### src/rtl/gcl_pkg.sv
package gcl_pkg;

    // Grid limits and number format.
    localparam int AXIS_MAX   = 64;
    localparam int AXIS_BITS  = $clog2(AXIS_MAX);
    localparam int VALUE_BITS = 32;
    localparam int CNT_BITS   = 7;
    localparam int NH_BITS    = 2 * CNT_BITS;
    localparam int TOT_BITS   = 3 * CNT_BITS;
    localparam int TBL_DEPTH  = 3 * AXIS_MAX;
    localparam int TBL_ABITS  = $clog2(TBL_DEPTH);
    localparam int SURF_DEPTH = 4096;
    localparam int SURF_ABITS = $clog2(SURF_DEPTH);
    localparam int COL_BITS   = 12;
    localparam int IDX_BITS   = 6;
    localparam int FIELD_BITS = 32;

    // Divider sizing: the dividend is a linear cell number.
    localparam int DIV_N_BITS   = 18;
    localparam int DIV_CNT_BITS = $clog2(DIV_N_BITS);

    // Stream packing.
    localparam int IN_SLOT_BITS   = 12;
    localparam int IN_SLOT_LSB    = 0;
    localparam int IN_VALUE_LSB   = IN_SLOT_LSB + IN_SLOT_BITS;
    localparam int IN_CELL_LSB    = IN_VALUE_LSB + FIELD_BITS;
    localparam int IN_FIELD_BITS  = IN_CELL_LSB + DIV_N_BITS;
    localparam int IN_TDATA_BITS  = ((IN_FIELD_BITS + 7) / 8) * 8;
    localparam int IN_TUSER_BITS  = 4;
    localparam int OUT_FIELD_BITS = 3 * IDX_BITS + COL_BITS + 6 * FIELD_BITS;
    localparam int OUT_TDATA_BITS = ((OUT_FIELD_BITS + 7) / 8) * 8;
    localparam int OUT_PAD_BITS   = OUT_TDATA_BITS - OUT_FIELD_BITS;

    // Configuration port.
    localparam int CFG_IDX_BITS = 3;
    localparam logic [CFG_IDX_BITS-1:0] REG_NX       = 3'd0;
    localparam logic [CFG_IDX_BITS-1:0] REG_NY       = 3'd1;
    localparam logic [CFG_IDX_BITS-1:0] REG_NZ       = 3'd2;
    localparam logic [CFG_IDX_BITS-1:0] REG_X_ORIGIN = 3'd3;
    localparam logic [CFG_IDX_BITS-1:0] REG_Y_ORIGIN = 3'd4;
    localparam logic [CFG_IDX_BITS-1:0] REG_Z_ORIGIN = 3'd5;
    localparam logic [CFG_IDX_BITS-1:0] REG_SURF_EN  = 3'd6;

    // Request function codes and axis codes.
    localparam logic [1:0] FN_WIDTH = 2'd0;
    localparam logic [1:0] FN_SURF  = 2'd1;
    localparam logic [1:0] FN_QUERY = 2'd2;
    localparam logic [1:0] AX_X = 2'd0;
    localparam logic [1:0] AX_Y = 2'd1;
    localparam logic [1:0] AX_Z = 2'd2;

    typedef logic signed [VALUE_BITS-1:0] val_t;
    typedef logic [CNT_BITS-1:0] cnt_t;

    localparam val_t VAL_MIN = {1'b1, {(VALUE_BITS-1){1'b0}}};
    localparam val_t VAL_MAX = {1'b0, {(VALUE_BITS-1){1'b1}}};

    // Divider request and response.
    typedef struct packed {
        logic                  start;
        logic [DIV_N_BITS-1:0] dividend;
        logic [NH_BITS-1:0]    divisor;
    } div_req_t;

    typedef struct packed {
        logic                  done;
        logic [DIV_N_BITS-1:0] quotient;
        logic [NH_BITS-1:0]    remainder;
    } div_rsp_t;

    // Saturating signed addition.
    function automatic val_t sat_add(val_t a, val_t b);
        logic signed [VALUE_BITS:0] s;
        s = {a[VALUE_BITS-1], a} + {b[VALUE_BITS-1], b};
        if (s[VALUE_BITS] != s[VALUE_BITS-1])
        begin
            sat_add = s[VALUE_BITS] ? VAL_MIN : VAL_MAX;
        end
        else
        begin
            sat_add = s[VALUE_BITS-1:0];
        end
    endfunction

    // A count register is limited to the table size.
    function automatic cnt_t eff_count(cnt_t c);
        eff_count = (c > CNT_BITS'(AXIS_MAX)) ? CNT_BITS'(AXIS_MAX) : c;
    endfunction

    // Tables are laid out axis-major.
    function automatic logic [TBL_ABITS-1:0] tbl_addr(logic [1:0] axis,
                                                      logic [AXIS_BITS-1:0] idx);
        tbl_addr = TBL_ABITS'(axis) * TBL_ABITS'(AXIS_MAX) + TBL_ABITS'(idx);
    endfunction

endpackage

### src/rtl/gcl_divider.sv
module gcl_divider (
    input  logic              clk,
    input  logic              rst_n,
    input  gcl_pkg::div_req_t req,
    output gcl_pkg::div_rsp_t rsp
);

    import gcl_pkg::*;

    logic                    busy_reg, busy_next;
    logic                    done_reg, done_next;
    logic [DIV_CNT_BITS-1:0] cnt_reg, cnt_next;
    logic [DIV_N_BITS-1:0]   quo_reg, quo_next;
    logic [NH_BITS-1:0]      rem_reg, rem_next;
    logic [NH_BITS-1:0]      dvs_reg, dvs_next;
    logic [NH_BITS:0]        shifted;
    logic                    fits;

    // One quotient bit per cycle, restoring form.
    assign shifted = {rem_reg, quo_reg[DIV_N_BITS-1]};
    assign fits    = shifted >= {1'b0, dvs_reg};

    always_comb
    begin
        busy_next = busy_reg;
        done_next = 1'b0;
        cnt_next  = cnt_reg;
        quo_next  = quo_reg;
        rem_next  = rem_reg;
        dvs_next  = dvs_reg;
        if (busy_reg)
        begin
            quo_next = {quo_reg[DIV_N_BITS-2:0], fits};
            rem_next = fits ? NH_BITS'(shifted - {1'b0, dvs_reg}) : NH_BITS'(shifted);
            cnt_next = cnt_reg + 1'b1;
            if (cnt_reg == DIV_CNT_BITS'(DIV_N_BITS - 1))
            begin
                busy_next = 1'b0;
                done_next = 1'b1;
            end
        end
        else if (req.start)
        begin
            busy_next = 1'b1;
            cnt_next  = '0;
            quo_next  = req.dividend;
            rem_next  = '0;
            dvs_next  = req.divisor;
        end
    end

    always_ff @(posedge clk or negedge rst_n)
    begin
        if (!rst_n)
        begin
            busy_reg <= 1'b0;
            done_reg <= 1'b0;
            cnt_reg  <= '0;
        end
        else
        begin
            busy_reg <= busy_next;
            done_reg <= done_next;
            cnt_reg  <= cnt_next;
        end
    end

    always_ff @(posedge clk)
    begin
        quo_reg <= quo_next;
        rem_reg <= rem_next;
        dvs_reg <= dvs_next;
    end

    assign rsp.done      = done_reg;
    assign rsp.quotient  = quo_reg;
    assign rsp.remainder = rem_reg;

endmodule

### config.mk
export PLATFORM = sky130hd
export DESIGN_NAME = gcl_divider
export DESIGN_NICKNAME = d
export VERILOG_FILES = /design/src/rtl/gcl_pkg.sv /design/src/rtl/gcl_divider.sv
export SDC_FILE = /design/constraint.sdc
export NUM_CORES = 1
export LEC_CHECK = 0
export BUFFER_PORTS_ARGS = -buffer_cell sky130_fd_sc_hd__buf_2
export CAP_MARGIN = 20
export CORE_MARGIN = 2
export CORE_UTILIZATION = 49
export DETAILED_ROUTE_END_ITERATION = 7
export PLACE_DENSITY = 0.73
export SKIP_LAST_GASP = 1
export SLEW_MARGIN = 5
export SYNTH_ARGS = -nofsm -noshare
export SYNTH_HDL_FRONTEND = slang
export SYNTH_SLANG_ARGS = --single-unit
### constraint.sdc
create_clock -name clk -period 2.24 [get_ports clk]
set_input_delay 0.112 -clock clk [delete_from_list [all_inputs] [get_ports clk]]
set_output_delay 0.112 -clock clk [all_outputs]
set_load 0.005 [all_outputs]
==> reports/results.txt <==
Post-synth top area share - 46.0%
I/O pin total - 68
Htree depth - 2
First-pass GRT wire length - 10.5 mm
Endpoints failing setup - 7
Nets - 434
Largest net degree at the start of global routing - 30
DIE WIDTH - 82.3 um
Worst-path maximum fanout - 7
Synth cell types - 46
Clock Skew - 5.62 ps
Worst path slowest cell - a2111o_1
Clk buf depth - 2
Worst Path Buf+Inv - 1
Placed Area - 3770 um2
Antenna-violating nets left - 0
Post-synth EDFFs - 46
Max FFs per register - 18
Initial antenna violation count - 0
ANT cells - 0
Min-Delay Path Depth - 2
WS Path Type - reg2reg
Initial Util - 50.8%
Register area - 1560 um2
Sequential fraction of the synthesis area - 51.8%
Vias per cell - 5.37
Worst EP required - 2380 ps
Slew Limit Headroom - 71.9%
Area grow syn2layout - 41.9%
Tot Pwr - 6.19 mW
Max Freq - 429 MHz
Crit. End Element - register
Cells on worst reg2reg path - 7
Worst VDD drop - 0.710 mV
Initial DRC count - 144
Gr ovfl total - 0
Syn Area/Cell - 11.9 um2
Synth warnings - 0
Ranking of synthesized cells by area - edfxtp_1, ha_1, mux2_2
Final Worst Setup Slack - -92.3 ps
Vias in the first global route - 2359
Async S/R FF share, synth - 13.2%
RSZ-0062 raised after global routing - true
Final Cell Area - 4260 um2
Outcome - finished with violations
Cell area after synthesis - 3010 um2
Die ar. - 6780 um2
CORE AREA - 5920 um2
CP peak stage delay - 470 ps
Fin crit share - 104%
Hold WC Path Type - in2reg
Count leader, synth - edfxtp_1
Net Count, Synth - 305
Footprint of the multi-input gates - 1550 um2
Router iterations before antenna repair - 4
Final min period - 2330 ps
Max-Cap Viols - 0
Critical path, cell by cell - ha_1 -> nand4b_1 -> a2111o_1 -> and3_4 -> buf_6 -> nand2b_4 -> o31ai_2
Commonest cells in the netlist - edfxtp_1, inv_1, mux2_2
Layout cells sized above 1 - 47.6%
Post-DR wirelength/cell - 15.3 um
Top Family by Delay on Critical Path - compound AO/OA/AOI/OAI gates
Clock root buffer - clkbuf_8
Via Count - 2455
Number of cells on the critical path - 7
Critical Path Source Type - register
Crit path arrival time - 2470 ps
Failing checks - setup timing
Worst slack, placed - -104 ps
Buffers on Ports - 67
Slew Viols, Final - 0
Tot GR Track Use - 20.5%
Power Dens Cells - 1450 nW/um2
DRC errors left - 0
Leading register cell type out of synthesis - edfxtp_1
Leakage - 1.82 nW
Post-DP HPWL - 4.83 mm
Hold Fails Final Rpt - 0
#FFs+latches synth - 53
Clock tree sinks - 53
Slew @ Worst Pin - 417 ps
Clk pin slew, worst setup/hold paths - 100 ps
Synth area leader - edfxtp_1
CTS tree - yes
GP Congestion - 0.848
Clk_lat worst skew - 310 ps
Cells after synthesis - 252
Fill count - 439
Final WL - 6.99 mm
Row Count - 28
Total CTS buffers - 5
Die H - 82.3 um
[where the power goes]
part | total (mW) | internal, mW | leakage (nW) | switching (mW)
Combinational | 3.67 | 2.01 | 1.23 | 1.66
Sequential | 1.90 | 1.64 | 0.537 | 0.264
Clock | 0.617 | 0.293 | 0.0540 | 0.324
[layout by cell type, fill, tap and decap left out, drive strengths merged, types with 9 or more instances in the layout]
cell | synthesis | layout
buf | 3 | 116
dlygate4sd3 | 0 | 16
nor2 | 13 | 13
nor2b | 13 | 13
nand2 | 13 | 13
ha | 17 | 17
edfxtp | 46 | 46
mux2i | 9 | 9
mux2 | 18 | 18
inv | 20 | 21
[area by class of cell]
type	instances	share of cell area [%]
sequential	53	36.5
multi-input combinational	169	36.2
timing repair buffer	132	20.8
clock buffer	7	2.29
tap	75	2.20
inverter	20	1.76
clock inverter	1	0.205
[final timing paths]
check | startpoint | endpoint | slack, ps
hold reg to reg | cnt_reg[3]$_DFFE_PN0P_ | done_reg$_DFF_PN0_ | 520
setup / recovery | rem_reg[10]$_SDFFCE_PN0P_ | rem_reg[10]$_SDFFCE_PN0P_ | -90
hold / removal | req[19] | quo_reg[5]$_DFFE_PP_ | 100
setup reg to reg | rem_reg[10]$_SDFFCE_PN0P_ | rem_reg[10]$_SDFFCE_PN0P_ | -90
min in group asynchronous | rst_n | cnt_reg[0]$_DFFE_PN0P_ | 160
max in group asynchronous | rst_n | busy_reg$_DFF_PN0_ | 1930
[metal layers]
layer  wire length [um]  vias to the layer above  GRT usage, %
li1                   -                     1177             -
met2               3470                      104          34.7
met1               2970                     1162          25.5
met5                  0                        -             0
met4                 86                        0          7.00
met3                466                       12          5.33
[what timing repair did]
action                                  CTS  global route
hold buffers                             16             0
endpoints found under the setup margin    5            14
buffers inserted                          2             7
gates resized for setup                   9            29
endpoints found under the hold margin    22             0
pin swaps                                 7            17
cloned                                    0             0
[per-stage QoR]
stage | cells | TNS [ps] | util, % | hold WS (ps)
after global placement | 424 | -24.9 | 63.7 | -48.4
after global routing | 457 | -857 | 72.0 | 84.7
after CTS | 450 | -62.2 | 69.2 | 80.9
final | 457 | -357 | 72.0 | 100
after floorplan | 252 | -42.7 | - | -184
after detailed placement | 424 | -306 | 63.7 | -46.4
[cells by family after synthesis]
family          Yosys count  synth area share, %
xor+xnor                  9                 2.62
mux                      27                 9.74
compound gates           50                 12.6
flops                    53                 51.8
simple gates             65                 11.1
fa+ha+maj                18                 7.74
buf+inv                  30                 4.41
Note: power is estimated with default switching activity, not from simulation.
